## src/design/pcc_pkg.sv

```systemverilog
package pcc_pkg;

   // Field and datapath widths
   localparam int FRAC_BITS = 16;
   localparam int VAL_W     = 16;
   localparam int ERR_W     = VAL_W + 1;
   localparam int DIFF_W    = ERR_W + 1;
   localparam int MS_W      = 16;
   localparam int WORD_W    = 32;
   localparam int PROD_W    = 2 * WORD_W;
   localparam int FULL_W    = 3 * WORD_W;
   localparam int TERM_W    = 48;
   localparam int INT_W     = 25;
   localparam int SUM_W     = TERM_W + 2;
   localparam int MAG_W     = 62;
   localparam int CSR_IDX_W = 3;

   // Shared divider: radix-4 restoring, two quotient bits per cycle
   localparam int DIV_D_W   = MS_W;
   localparam int DIV_N_W   = WORD_W + FRAC_BITS;
   localparam int DIV_STEPS = (DIV_N_W + 1) / 2;
   localparam int DIV_Q_W   = 2 * DIV_STEPS;
   localparam int DIV_CNT_W = $clog2(DIV_STEPS + 1);
   localparam int INTS_W    = DIV_Q_W + 2;

   // Controller constants
   localparam int INT_HIGH = 200;
   localparam int INT_LOW  = 50;
   localparam int MS_PER_S = 1000;

   localparam logic signed [INTS_W-1:0] INT_HI_LIM =
      INTS_W'(longint'(INT_HIGH) <<< FRAC_BITS);
   localparam logic signed [INTS_W-1:0] INT_LO_LIM =
      INTS_W'(-(longint'(INT_LOW) <<< FRAC_BITS));
   localparam logic [TERM_W:0] TERM_POS_LIM = {2'b00, {(TERM_W-1){1'b1}}};
   localparam logic [TERM_W:0] TERM_NEG_LIM = {2'b01, {(TERM_W-1){1'b0}}};
   localparam logic [MAG_W-1:0] DERIV_SAT   = {MAG_W{1'b1}};

   typedef enum logic {
      REQ_STEP  = 1'b0,
      REQ_CLEAR = 1'b1
   } req_kind_type;

   typedef enum logic [CSR_IDX_W-1:0] {
      CSR_OUT_MAX = 3'd0,
      CSR_OUT_MIN = 3'd1,
      CSR_GAIN_P  = 3'd2,
      CSR_GAIN_I  = 3'd3,
      CSR_GAIN_D  = 3'd4
   } csr_index_type;

   typedef enum logic [1:0] {
      MUL_INC = 2'd0,
      MUL_DER = 2'd1,
      MUL_LO  = 2'd2,
      MUL_HI  = 2'd3
   } mul_sel_type;

   typedef enum logic {
      DIV_INC = 1'b0,
      DIV_DER = 1'b1
   } div_sel_type;

   typedef enum logic [1:0] {
      TERM_P = 2'd0,
      TERM_I = 2'd1,
      TERM_D = 2'd2
   } term_sel_type;

   typedef struct packed {
      logic signed [WORD_W-1:0] out_max;
      logic signed [WORD_W-1:0] out_min;
      logic [WORD_W-1:0]        gain_p;
      logic [WORD_W-1:0]        gain_i;
      logic [WORD_W-1:0]        gain_d;
   } cfg_type;

   typedef struct packed {
      logic         load;
      logic         mul_en;
      mul_sel_type  mul_sel;
      logic         div_start;
      div_sel_type  div_sel;
      logic         int_upd;
      logic         dmag_upd;
      term_sel_type term_sel;
      logic         lo_save;
      logic         term_wr;
      logic         sum_wr;
      logic         out_wr;
   } cmd_type;

   typedef struct packed {
      logic div_busy;
   } status_type;

endpackage

```

## src/design/pcc_if.sv

```systemverilog
interface pcc_req_if import pcc_pkg::*; ();
   logic                    valid;
   logic                    ready;
   logic                    req_type;
   logic signed [VAL_W-1:0] target_value;
   logic signed [VAL_W-1:0] measured_value;
   logic [MS_W-1:0]         elapsed_ms;

   modport source (output valid, req_type, target_value, measured_value, elapsed_ms,
                   input ready);
   modport sink (input valid, req_type, target_value, measured_value, elapsed_ms,
                 output ready);
endinterface

interface pcc_rsp_if import pcc_pkg::*; ();
   logic                     valid;
   logic                     ready;
   logic signed [WORD_W-1:0] drive;
   logic signed [TERM_W-1:0] p_term;
   logic signed [TERM_W-1:0] i_term;
   logic signed [TERM_W-1:0] d_term;
   logic signed [INT_W-1:0]  integral_value;

   modport source (output valid, drive, p_term, i_term, d_term, integral_value,
                   input ready);
   modport sink (input valid, drive, p_term, i_term, d_term, integral_value,
                 output ready);
endinterface

interface pcc_csr_if import pcc_pkg::*; ();
   logic                 valid;
   logic                 ready;
   logic [CSR_IDX_W-1:0] index;
   logic [WORD_W-1:0]    wdata;

   modport source (output valid, index, wdata, input ready);
   modport sink (input valid, index, wdata, output ready);
endinterface

```

## src/design/pcc_div.sv

```systemverilog
module pcc_div import pcc_pkg::*; (
   input  logic               clock,
   input  logic               reset,
   input  logic               start,
   input  logic [DIV_Q_W-1:0] dividend,
   input  logic [DIV_D_W-1:0] divisor,
   output logic               busy,
   output logic [DIV_Q_W-1:0] quotient
);

   logic [DIV_Q_W-1:0]   quo_ff, quo_in;
   logic [DIV_D_W-1:0]   rem_ff, rem_in;
   logic [DIV_D_W-1:0]   dsr_ff, dsr_in;
   logic [DIV_CNT_W-1:0] cnt_ff, cnt_in;

   logic [DIV_D_W:0]   r1, r1s, r2, r2s;
   logic               ge1, ge2;
   logic [DIV_Q_W-1:0] q1, q2;

   // Two restoring steps per cycle; dividend bits shift out as quotient bits shift in
   always_comb begin
      r1  = {rem_ff, quo_ff[DIV_Q_W-1]};
      ge1 = (r1 >= {1'b0, dsr_ff});
      r1s = ge1 ? (r1 - {1'b0, dsr_ff}) : r1;
      q1  = {quo_ff[DIV_Q_W-2:0], ge1};
      r2  = {r1s[DIV_D_W-1:0], q1[DIV_Q_W-1]};
      ge2 = (r2 >= {1'b0, dsr_ff});
      r2s = ge2 ? (r2 - {1'b0, dsr_ff}) : r2;
      q2  = {q1[DIV_Q_W-2:0], ge2};
   end

   // Load on start, otherwise advance while steps remain
   always_comb begin
      quo_in = quo_ff;
      rem_in = rem_ff;
      dsr_in = dsr_ff;
      cnt_in = cnt_ff;
      if (start) begin
         quo_in = dividend;
         rem_in = '0;
         dsr_in = divisor;
         cnt_in = DIV_CNT_W'(DIV_STEPS);
      end else if (cnt_ff != '0) begin
         quo_in = q2;
         rem_in = r2s[DIV_D_W-1:0];
         cnt_in = cnt_ff - 1'b1;
      end
   end

   always_ff @(posedge clock) begin
      if (reset) begin
         cnt_ff <= '0;
      end else begin
         cnt_ff <= cnt_in;
      end
   end

   always_ff @(posedge clock) begin
      quo_ff <= quo_in;
      rem_ff <= rem_in;
      dsr_ff <= dsr_in;
   end

   assign busy     = (cnt_ff != '0);
   assign quotient = quo_ff;

endmodule

```

## src/design/pcc_dp.sv

```systemverilog
module pcc_dp import pcc_pkg::*; (
   input  logic                     clock,
   input  logic                     reset,
   input  cmd_type                  cmd,
   input  cfg_type                  cfg,
   input  logic                     req_type,
   input  logic signed [VAL_W-1:0]  target_value,
   input  logic signed [VAL_W-1:0]  measured_value,
   input  logic [MS_W-1:0]          elapsed_ms,
   output status_type               status,
   output logic signed [WORD_W-1:0] drive,
   output logic signed [TERM_W-1:0] p_term,
   output logic signed [TERM_W-1:0] i_term,
   output logic signed [TERM_W-1:0] d_term,
   output logic signed [INT_W-1:0]  integral_value
);

   // Request capture
   logic                     clear_ff, clear_in;
   logic [MS_W-1:0]          elapsed_ff, elapsed_in;
   logic signed [ERR_W-1:0]  err_ff, err_in;
   logic signed [DIFF_W-1:0] diff_ff, diff_in;
   // Controller state
   logic signed [ERR_W-1:0]  prev_err_ff, prev_err_in;
   logic signed [INT_W-1:0]  integral_ff, integral_in;
   // Working registers
   logic [PROD_W-1:0]        prod_ff, prod_in;
   logic [PROD_W-1:0]        lo_ff, lo_in;
   logic [MAG_W-1:0]         dmag_ff, dmag_in;
   logic signed [TERM_W-1:0] p_ff, p_in, i_ff, i_in, d_ff, d_in;
   logic signed [SUM_W-1:0]  sum_ff, sum_in;
   // Result registers
   logic signed [WORD_W-1:0] drive_ff, drive_in;
   logic signed [TERM_W-1:0] p_out_ff, p_out_in, i_out_ff, i_out_in, d_out_ff, d_out_in;
   logic signed [INT_W-1:0]  int_out_ff, int_out_in;

   logic signed [ERR_W-1:0]  err_new;
   logic signed [DIFF_W-1:0] diff_new;
   logic [ERR_W-1:0]         err_abs;
   logic [DIFF_W-1:0]        diff_abs;
   logic [INT_W-1:0]         int_abs;
   logic [MAG_W-1:0]         mag;
   logic                     neg;
   logic [WORD_W-1:0]        gain;
   logic [WORD_W-1:0]        mul_a, mul_b;
   logic [DIV_Q_W-1:0]       div_dividend, div_quo;
   logic [DIV_D_W-1:0]       div_divisor;
   logic                     div_busy;
   logic signed [INTS_W-1:0] inc_ext, int_step, int_sum;
   logic signed [INT_W-1:0]  int_next;
   logic [FULL_W-1:0]        full, shifted;
   logic [TERM_W:0]          lim, tmag;
   logic signed [TERM_W-1:0] term_val;
   logic signed [SUM_W-1:0]  max_ext, min_ext;
   logic signed [WORD_W-1:0] drive_val;

   // Error and change of error for the incoming request
   assign err_new  = ERR_W'(target_value) - ERR_W'(measured_value);
   assign diff_new = DIFF_W'(err_new) - DIFF_W'(prev_err_ff);

   assign err_abs  = err_ff[ERR_W-1] ? ERR_W'(-err_ff) : ERR_W'(err_ff);
   assign diff_abs = diff_ff[DIFF_W-1] ? DIFF_W'(-diff_ff) : DIFF_W'(diff_ff);
   assign int_abs  = integral_ff[INT_W-1] ? INT_W'(-integral_ff) : INT_W'(integral_ff);

   // Magnitude, sign and gain of the term being formed
   always_comb begin
      case (cmd.term_sel)
         TERM_P: begin
            mag  = MAG_W'({err_abs, {FRAC_BITS{1'b0}}});
            neg  = err_ff[ERR_W-1];
            gain = cfg.gain_p;
         end
         TERM_I: begin
            mag  = MAG_W'(int_abs);
            neg  = integral_ff[INT_W-1];
            gain = cfg.gain_i;
         end
         TERM_D: begin
            mag  = dmag_ff;
            neg  = diff_ff[DIFF_W-1];
            gain = cfg.gain_d;
         end
         default: begin
            mag  = '0;
            neg  = 1'b0;
            gain = '0;
         end
      endcase
   end

   // Operand select for the shared 32x32 multiplier
   always_comb begin
      case (cmd.mul_sel)
         MUL_INC: begin
            mul_a = WORD_W'(err_abs);
            mul_b = WORD_W'(elapsed_ff);
         end
         MUL_DER: begin
            mul_a = WORD_W'(diff_abs);
            mul_b = WORD_W'(MS_PER_S);
         end
         MUL_LO: begin
            mul_a = mag[WORD_W-1:0];
            mul_b = gain;
         end
         MUL_HI: begin
            mul_a = WORD_W'(mag[MAG_W-1:WORD_W]);
            mul_b = gain;
         end
         default: begin
            mul_a = '0;
            mul_b = '0;
         end
      endcase
   end

   // Both quotients scale the registered product by 2^F
   assign div_dividend = DIV_Q_W'({prod_ff[WORD_W-1:0], {FRAC_BITS{1'b0}}});
   assign div_divisor  = (cmd.div_sel == DIV_INC) ? DIV_D_W'(MS_PER_S) : elapsed_ff;

   pcc_div u_div (
      .clock    (clock),
      .reset    (reset),
      .start    (cmd.div_start),
      .dividend (div_dividend),
      .divisor  (div_divisor),
      .busy     (div_busy),
      .quotient (div_quo)
   );

   assign status.div_busy = div_busy;

   // Integral update with clamp
   always_comb begin
      inc_ext  = $signed({2'b00, div_quo});
      int_step = err_ff[ERR_W-1] ? -inc_ext : inc_ext;
      int_sum  = INTS_W'(integral_ff) + int_step;
      if (int_sum > INT_HI_LIM) begin
         int_next = INT_W'(INT_HI_LIM);
      end else if (int_sum < INT_LO_LIM) begin
         int_next = INT_W'(INT_LO_LIM);
      end else begin
         int_next = INT_W'(int_sum);
      end
   end

   // Gained term: combine partial products, drop fraction, saturate, apply sign
   always_comb begin
      full     = {prod_ff, {WORD_W{1'b0}}} + FULL_W'(lo_ff);
      shifted  = full >> FRAC_BITS;
      lim      = neg ? TERM_NEG_LIM : TERM_POS_LIM;
      tmag     = (shifted > FULL_W'(lim)) ? lim : shifted[TERM_W:0];
      term_val = TERM_W'(neg ? (~tmag + 1'b1) : tmag);
   end

   // Output clamp, upper limit tested first
   always_comb begin
      max_ext = SUM_W'(cfg.out_max);
      min_ext = SUM_W'(cfg.out_min);
      if (sum_ff > max_ext) begin
         drive_val = cfg.out_max;
      end else if (sum_ff < min_ext) begin
         drive_val = cfg.out_min;
      end else begin
         drive_val = WORD_W'(sum_ff);
      end
   end

   // Next-state for all registers
   always_comb begin
      clear_in    = clear_ff;
      elapsed_in  = elapsed_ff;
      err_in      = err_ff;
      diff_in     = diff_ff;
      prev_err_in = prev_err_ff;
      integral_in = integral_ff;
      prod_in     = prod_ff;
      lo_in       = lo_ff;
      dmag_in     = dmag_ff;
      p_in        = p_ff;
      i_in        = i_ff;
      d_in        = d_ff;
      sum_in      = sum_ff;
      drive_in    = drive_ff;
      p_out_in    = p_out_ff;
      i_out_in    = i_out_ff;
      d_out_in    = d_out_ff;
      int_out_in  = int_out_ff;

      // Capture the request
      if (cmd.load) begin
         clear_in   = (req_type == REQ_CLEAR);
         elapsed_in = elapsed_ms;
         err_in     = err_new;
         diff_in    = diff_new;
      end

      if (cmd.mul_en) begin
         prod_in = PROD_W'(mul_a) * PROD_W'(mul_b);
      end

      if (cmd.lo_save) begin
         lo_in = prod_ff;
      end

      if (cmd.int_upd) begin
         integral_in = int_next;
      end

      // Derivative magnitude: zero for no change, saturate for no elapsed time
      if (cmd.dmag_upd) begin
         if (diff_ff == '0) begin
            dmag_in = '0;
         end else if (elapsed_ff == '0) begin
            dmag_in = DERIV_SAT;
         end else begin
            dmag_in = MAG_W'(div_quo);
         end
      end

      if (cmd.term_wr) begin
         case (cmd.term_sel)
            TERM_P:  p_in = term_val;
            TERM_I:  i_in = term_val;
            TERM_D:  d_in = term_val;
            default: ;
         endcase
      end

      if (cmd.sum_wr) begin
         sum_in = SUM_W'(p_ff) + SUM_W'(i_ff) + SUM_W'(d_ff);
      end

      // Write the result and commit the error history
      if (cmd.out_wr) begin
         if (clear_ff) begin
            drive_in    = '0;
            p_out_in    = '0;
            i_out_in    = '0;
            d_out_in    = '0;
            int_out_in  = '0;
            prev_err_in = '0;
            integral_in = '0;
         end else begin
            drive_in    = drive_val;
            p_out_in    = p_ff;
            i_out_in    = i_ff;
            d_out_in    = d_ff;
            int_out_in  = integral_ff;
            prev_err_in = err_ff;
         end
      end
   end

   always_ff @(posedge clock) begin
      if (reset) begin
         prev_err_ff <= '0;
         integral_ff <= '0;
      end else begin
         prev_err_ff <= prev_err_in;
         integral_ff <= integral_in;
      end
   end

   always_ff @(posedge clock) begin
      clear_ff   <= clear_in;
      elapsed_ff <= elapsed_in;
      err_ff     <= err_in;
      diff_ff    <= diff_in;
      prod_ff    <= prod_in;
      lo_ff      <= lo_in;
      dmag_ff    <= dmag_in;
      p_ff       <= p_in;
      i_ff       <= i_in;
      d_ff       <= d_in;
      sum_ff     <= sum_in;
      drive_ff   <= drive_in;
      p_out_ff   <= p_out_in;
      i_out_ff   <= i_out_in;
      d_out_ff   <= d_out_in;
      int_out_ff <= int_out_in;
   end

   assign drive          = drive_ff;
   assign p_term         = p_out_ff;
   assign i_term         = i_out_ff;
   assign d_term         = d_out_ff;
   assign integral_value = int_out_ff;

endmodule

```

## src/design/pcc_ctrl.sv

```systemverilog
module pcc_ctrl import pcc_pkg::*; (
   input  logic       clock,
   input  logic       reset,
   input  logic       req_valid,
   input  logic       req_type,
   input  logic       rsp_ready,
   input  status_type status,
   output logic       req_ready,
   output logic       rsp_valid,
   output cmd_type    cmd
);

   typedef enum logic [11:0] {
      ST_IDLE     = 12'h001,
      ST_MUL_INC  = 12'h002,
      ST_DIV_INC  = 12'h004,
      ST_WAIT_INC = 12'h008,
      ST_MUL_DER  = 12'h010,
      ST_DIV_DER  = 12'h020,
      ST_WAIT_DER = 12'h040,
      ST_MUL_LO   = 12'h080,
      ST_MUL_HI   = 12'h100,
      ST_TERM     = 12'h200,
      ST_SUM      = 12'h400,
      ST_OUT      = 12'h800
   } state_type;

   state_type    state_ff, state_in;
   term_sel_type term_ff, term_in;
   logic         rsp_valid_ff, rsp_valid_in;
   logic         out_free;

   assign out_free = !rsp_valid_ff || rsp_ready;

   // Sequence one request through the shared multiplier and divider
   always_comb begin
      state_in     = state_ff;
      term_in      = term_ff;
      rsp_valid_in = rsp_valid_ff;
      cmd          = '0;

      // Drop the result once taken
      if (rsp_valid_ff && rsp_ready) begin
         rsp_valid_in = 1'b0;
      end

      case (state_ff)
         ST_IDLE: begin
            term_in = TERM_P;
            if (req_valid) begin
               cmd.load = 1'b1;
               state_in = (req_type == REQ_CLEAR) ? ST_OUT : ST_MUL_INC;
            end
         end
         ST_MUL_INC: begin
            cmd.mul_en  = 1'b1;
            cmd.mul_sel = MUL_INC;
            state_in    = ST_DIV_INC;
         end
         ST_DIV_INC: begin
            cmd.div_start = 1'b1;
            cmd.div_sel   = DIV_INC;
            state_in      = ST_WAIT_INC;
         end
         ST_WAIT_INC: begin
            if (!status.div_busy) begin
               cmd.int_upd = 1'b1;
               state_in    = ST_MUL_DER;
            end
         end
         ST_MUL_DER: begin
            cmd.mul_en  = 1'b1;
            cmd.mul_sel = MUL_DER;
            state_in    = ST_DIV_DER;
         end
         ST_DIV_DER: begin
            cmd.div_start = 1'b1;
            cmd.div_sel   = DIV_DER;
            state_in      = ST_WAIT_DER;
         end
         ST_WAIT_DER: begin
            if (!status.div_busy) begin
               cmd.dmag_upd = 1'b1;
               state_in     = ST_MUL_LO;
            end
         end
         ST_MUL_LO: begin
            cmd.mul_en  = 1'b1;
            cmd.mul_sel = MUL_LO;
            state_in    = ST_MUL_HI;
         end
         ST_MUL_HI: begin
            cmd.mul_en  = 1'b1;
            cmd.mul_sel = MUL_HI;
            cmd.lo_save = 1'b1;
            state_in    = ST_TERM;
         end
         ST_TERM: begin
            cmd.term_wr = 1'b1;
            if (term_ff == TERM_D) begin
               state_in = ST_SUM;
            end else begin
               term_in  = term_sel_type'(term_ff + 2'd1);
               state_in = ST_MUL_LO;
            end
         end
         ST_SUM: begin
            cmd.sum_wr = 1'b1;
            state_in   = ST_OUT;
         end
         ST_OUT: begin
            // Hold until the output register is free
            if (out_free) begin
               cmd.out_wr   = 1'b1;
               rsp_valid_in = 1'b1;
               state_in     = ST_IDLE;
            end
         end
         default: begin
            state_in = ST_IDLE;
         end
      endcase

      cmd.term_sel = term_ff;
   end

   always_ff @(posedge clock) begin
      if (reset) begin
         state_ff     <= ST_IDLE;
         term_ff      <= TERM_P;
         rsp_valid_ff <= 1'b0;
      end else begin
         state_ff     <= state_in;
         term_ff      <= term_in;
         rsp_valid_ff <= rsp_valid_in;
      end
   end

   assign req_ready = (state_ff == ST_IDLE);
   assign rsp_valid = rsp_valid_ff;

endmodule

```

## src/design/pid_controller_clamped_unit.sv

```systemverilog
// Control step: the request is sequenced through two radix-4 divisions and the shared
// 32x32 multiplier (two partial products per gained term); no new request is taken until
// the result has been written to the output register.
// Clear request: goes straight to the output state; the next request is taken once it is written.
// A request is taken while an earlier result still waits in the output register.
// Synchronous reset zeroes the gains, the output limits, the integral and the previous error.
module pid_controller_clamped_unit import pcc_pkg::*; (
   input  logic      clock,
   input  logic      reset,
   pcc_req_if.sink   req_if,
   pcc_rsp_if.source rsp_if,
   pcc_csr_if.sink   csr_if
);

   cfg_type    cfg_ff, cfg_in;
   cmd_type    cmd;
   status_type status;

   // Register writes
   always_comb begin
      cfg_in = cfg_ff;
      if (csr_if.valid) begin
         case (csr_if.index)
            CSR_OUT_MAX: cfg_in.out_max = $signed(csr_if.wdata);
            CSR_OUT_MIN: cfg_in.out_min = $signed(csr_if.wdata);
            CSR_GAIN_P:  cfg_in.gain_p  = csr_if.wdata;
            CSR_GAIN_I:  cfg_in.gain_i  = csr_if.wdata;
            CSR_GAIN_D:  cfg_in.gain_d  = csr_if.wdata;
            default:     ;
         endcase
      end
   end

   always_ff @(posedge clock) begin
      if (reset) begin
         cfg_ff <= '0;
      end else begin
         cfg_ff <= cfg_in;
      end
   end

   assign csr_if.ready = 1'b1;

   pcc_ctrl u_ctrl (
      .clock     (clock),
      .reset     (reset),
      .req_valid (req_if.valid),
      .req_type  (req_if.req_type),
      .rsp_ready (rsp_if.ready),
      .status    (status),
      .req_ready (req_if.ready),
      .rsp_valid (rsp_if.valid),
      .cmd       (cmd)
   );

   pcc_dp u_dp (
      .clock          (clock),
      .reset          (reset),
      .cmd            (cmd),
      .cfg            (cfg_ff),
      .req_type       (req_if.req_type),
      .target_value   (req_if.target_value),
      .measured_value (req_if.measured_value),
      .elapsed_ms     (req_if.elapsed_ms),
      .status         (status),
      .drive          (rsp_if.drive),
      .p_term         (rsp_if.p_term),
      .i_term         (rsp_if.i_term),
      .d_term         (rsp_if.d_term),
      .integral_value (rsp_if.integral_value)
   );

endmodule

```

## src/flat_wrapper.sv

```systemverilog
// flat-port wrapper written by rule: the top's interface ports become plain ports
module pid_controller_clamped_unit_flat import pcc_pkg::*;
  (clock, reset, req_if_valid, req_if_req_type, req_if_target_value, req_if_measured_value, req_if_elapsed_ms, req_if_ready, rsp_if_valid, rsp_if_drive, rsp_if_p_term, rsp_if_i_term, rsp_if_d_term, rsp_if_integral_value, rsp_if_ready, csr_if_valid, csr_if_index, csr_if_wdata, csr_if_ready);
  pcc_req_if req_if_i ();
  pcc_rsp_if rsp_if_i ();
  pcc_csr_if csr_if_i ();
  input  logic clock;
  input  logic reset;
  input wire logic [$bits(req_if_i.valid)-1:0] req_if_valid;
  input wire logic [$bits(req_if_i.req_type)-1:0] req_if_req_type;
  input wire logic [$bits(req_if_i.target_value)-1:0] req_if_target_value;
  input wire logic [$bits(req_if_i.measured_value)-1:0] req_if_measured_value;
  input wire logic [$bits(req_if_i.elapsed_ms)-1:0] req_if_elapsed_ms;
  output wire logic [$bits(req_if_i.ready)-1:0] req_if_ready;
  output wire logic [$bits(rsp_if_i.valid)-1:0] rsp_if_valid;
  output wire logic [$bits(rsp_if_i.drive)-1:0] rsp_if_drive;
  output wire logic [$bits(rsp_if_i.p_term)-1:0] rsp_if_p_term;
  output wire logic [$bits(rsp_if_i.i_term)-1:0] rsp_if_i_term;
  output wire logic [$bits(rsp_if_i.d_term)-1:0] rsp_if_d_term;
  output wire logic [$bits(rsp_if_i.integral_value)-1:0] rsp_if_integral_value;
  input wire logic [$bits(rsp_if_i.ready)-1:0] rsp_if_ready;
  input wire logic [$bits(csr_if_i.valid)-1:0] csr_if_valid;
  input wire logic [$bits(csr_if_i.index)-1:0] csr_if_index;
  input wire logic [$bits(csr_if_i.wdata)-1:0] csr_if_wdata;
  output wire logic [$bits(csr_if_i.ready)-1:0] csr_if_ready;
  assign req_if_i.valid = req_if_valid;
  assign req_if_i.req_type = req_if_req_type;
  assign req_if_i.target_value = req_if_target_value;
  assign req_if_i.measured_value = req_if_measured_value;
  assign req_if_i.elapsed_ms = req_if_elapsed_ms;
  assign req_if_ready = req_if_i.ready;
  assign rsp_if_valid = rsp_if_i.valid;
  assign rsp_if_drive = rsp_if_i.drive;
  assign rsp_if_p_term = rsp_if_i.p_term;
  assign rsp_if_i_term = rsp_if_i.i_term;
  assign rsp_if_d_term = rsp_if_i.d_term;
  assign rsp_if_integral_value = rsp_if_i.integral_value;
  assign rsp_if_i.ready = rsp_if_ready;
  assign csr_if_i.valid = csr_if_valid;
  assign csr_if_i.index = csr_if_index;
  assign csr_if_i.wdata = csr_if_wdata;
  assign csr_if_ready = csr_if_i.ready;
  pid_controller_clamped_unit u_core (.clock(clock), .reset(reset), .req_if(req_if_i), .rsp_if(rsp_if_i), .csr_if(csr_if_i));
endmodule
```

## config.mk

```make
export PLATFORM = sky130hd
export DESIGN_NAME = pid_controller_clamped_unit_flat
export DESIGN_NICKNAME = d
export VERILOG_FILES = /design/src/design/pcc_pkg.sv /design/src/design/pcc_if.sv /design/src/design/pcc_div.sv /design/src/design/pcc_dp.sv /design/src/design/pcc_ctrl.sv /design/src/design/pid_controller_clamped_unit.sv /design/src/flat_wrapper.sv
export SDC_FILE = /design/constraint.sdc
export NUM_CORES = 2
export LEC_CHECK = 0
export BUFFER_PORTS_ARGS = -buffer_cell sky130_fd_sc_hd__buf_2
export CORE_MARGIN = 2
export CORE_UTILIZATION = 35
export DETAILED_ROUTE_END_ITERATION = 10
export MAX_ROUTING_LAYER = met4
export PLACE_DENSITY_LB_ADDON = 0.15
export SLEW_MARGIN = 40
export SYNTH_ARGS = -nofsm -noshare
export SYNTH_HDL_FRONTEND = slang
export SYNTH_SLANG_ARGS = --single-unit
```

## constraint.sdc

```tcl
create_clock -name clock -period 30.5 [get_ports clock]
set_input_delay 1.525 -clock clock [delete_from_list [all_inputs] [get_ports clock]]
set_output_delay 1.525 -clock clock [all_outputs]
set_load 0.02 [all_outputs]
```

==> flow_summary.ini <==
[critical_path]
critPathRequiredTime_ps = 31030
cpMostUsedCell = fa_1
arrival_ps = 12730
crit_path_max_incr_delay_ps = 720
crit_type = reg -> reg
crit_start = u_core.u_ctrl.state_ff[1]$_SDFFE_PP0P_
path_buf_inv = 8
cp_slowest_cell = and2_1
reg2reg_from = u_core.u_ctrl.state_ff[1]$_SDFFE_PP0P_
path_delay_family = adder cells
worstPathMaxFanout = 51
worstSetupEndpointType = flop
critPathLaunchType = flop

[finish]
stdcell_count = 12829
syn_to_final_growth_pct = 11.1
final_cell_mix = nand2_1, inv_1, fa_1
nFillCells = 24531
final_util = 0.390
nets = 11165
drive_above_1_share = 0.0866
final_common_cell = nand2_1

[synthesis]
synth.distinct_cells = 99
synthTopCellsByArea = edfxtp_1, fa_1, ha_1, nand2_1, dfxtp_1
yosys.area.top_type = edfxtp_1
synthCells = 9340
yosysWarnings = 0
yosysSeqAreaShare = 0.288
synth_area_sq_um = 86100
synthFlopType = edfxtp_1
synth_edf_count = 656
syn_area_per_cell_sq_um = 9.22
synth_top_cell_area_share = 0.229
yosys_register_bits = 910
synthArstFlopShare = 0
synth_nets = 10995

[grt]
grt_pass1_vias = 70194
antenna_found_initial = 18
overflow = 0
grt_use_total = 0.258
grt_max_degree = 104
grt_first_pass_wirelength_microns = 469000

[clock_network]
cts_max_level = 3
clk_pin_slew_ps = 60
post_cts_buffers = 0
cts_tree = built
cts_buffer_depth = 3
cts-resized-gates = 0
clock-sinks = 910
root_buffer = clkbuf_16
postCtsHoldBufs = 0
cts_made_buffers = 107
insertion_delay_ps = 810

[routing]
routed_via_density = 5.42
vias = 69580
wire_per_inst_microns = 24.8
firstDrtPassIters = 8
drt_iter0_drc = 5752
drc = 0
wl_microns = 318000
ant_nets = 0

[pwr]
p_per_area_nw_per_um2 = 111
worst_ir_drop_vdd_mv = 0.344
p_leak_nw = 40.9

[timing]
min_period_ps = 12190
hold_viol = 0
min_period_over_period = 0.400
maxSlewViolCount = 0
fmax_ghz = 0.0820
maxSlewHeadroom = 0.365
finClkSkew_ps = 93.5
finalSetupViolCount = 0
worst_slew_pin_slew_ps = 949
rsz0062_at_grt = no
setup_tns_ps = 0

[place]
numPortBuffers = 291
globalplace.congestion = 0.957
dp.cells = 12617
dp_hpwl_microns = 250000

[die]
rows = 182
die_y_microns = 500
die-area_sq_um = 250000
core_area_sq_um = 245000
io_pins = 293
initial_core_util = 0.351
die_width_microns = 500

[worst_hold_path]
hold_start = u_core.u_dp.prev_err_ff[12]$_SDFFE_PP0P_
hp-class = reg -> reg

[run]
cap_violations = 0

[outcome]
outcome = finished clean
[metal layers]
layer  global-route usage  wire (microns)  vias up
met3               0.0380           21700      457
met5                    -               0        -
li1                     -               -    31448
met1                0.351          143000    35207
met2                0.398          143000     2468
met4               0.0809           11200        0
[power breakdown]
part	internal, mW	switching (mW)
Sequential	1.71	0.144
Combinational	2.87	4.51
Clock	0.773	0.577
Total	5.35	5.23
[cells in the mapped netlist (all sizes together) (154+ instances only)]
| cell | count |
|---|---|
| nand2 | 1369 |
| edfxtp | 656 |
| a21o | 171 |
| inv | 1260 |
| nand3 | 154 |
| a21oi | 519 |
| o21ai | 282 |
| ha | 615 |
| fa | 951 |
| nor2b | 220 |
| dfxtp | 254 |
| nor2 | 842 |
| xnor2 | 225 |
| clkbuf | 369 |
[cell type report]
| cell class | instances | area [sq um] | share of cell area |
|---|---|---|---|
| Inverter | 1261 | 4730 | 0.0495 |
| Antenna cell | 8 | 20.0 | 0.000209 |
| Clock inverter | 66 | 817 | 0.00854 |
| Tap cell | 3220 | 4030 | 0.0421 |
| Sequential cell | 910 | 24800 | 0.259 |
| Timing Repair Buffer | 477 | 2910 | 0.0304 |
| Clock buffer | 134 | 2890 | 0.0302 |
| Multi-Input combinational cell | 6753 | 55500 | 0.580 |
[tightest hold or removal path, cell delays in order (launching register included)]
cell     delay, ps
dfxtp_1        300
nand2_1         50
a21oi_1         50
[registers in the layout, indices dropped and copies added, names as in the netlist, 17 cells and up]
name	count
u_core.cfg_ff	160
u_core.u_dp.prod_ff	64
u_core.u_dp.sum_ff	50
u_core.u_dp.dmag_ff	49
u_core.u_dp.d_ff	48
u_core.u_dp.d_term	48
u_core.u_dp.i_ff	48
u_core.u_dp.i_term	48
u_core.u_dp.lo_ff	48
u_core.u_dp.p_ff	48
u_core.u_dp.p_term	48
u_core.u_dp.u_div.quotient	48
u_core.u_dp.drive	32
u_core.u_dp.integral_ff	25
u_core.u_dp.integral_value	25
u_core.u_dp.diff_ff	18
u_core.u_dp.err_ff	17
u_core.u_dp.prev_err_ff	17
[cells by family after synthesis]
logic type,Yosys count,share of synthesized area
AOI/OAI and AO/OA,1640,0.124
xor gates and xnor gates,314,0.0319
adders and majority gates,1566,0.310
buffers and inverters,1677,0.0736
DFF,910,0.288
muxes,64,0.00756
other,1,0.0000435
and+or+nand+nor,3168,0.165
[per-stage QoR]
stage	instance area, sq um	worst slack (ps)	total power [mW]	hold slack [ps]
global placement	91500	18180	9.07	439
floorplan	86100	19630	6.93	421
detailed placement	91800	18310	9.16	444
CTS	95500	18350	10.6	453
finish	95700	18310	10.6	448
global route	95600	17660	11.5	461
[worst paths after layout]
check	to	depth (start not counted)	slack [ps]
setup / recovery	u_core.u_dp.prod_ff[62]$_DFFE_PP_	35	18310
hold / removal	u_core.u_dp.prev_err_ff[12]$_SDFFE_PP0P_	2	450
setup reg to reg	u_core.u_dp.prod_ff[62]$_DFFE_PP_	35	18310
hold reg to reg	u_core.u_dp.prev_err_ff[12]$_SDFFE_PP0P_	2	450
(Power assumes the default switching activity.)
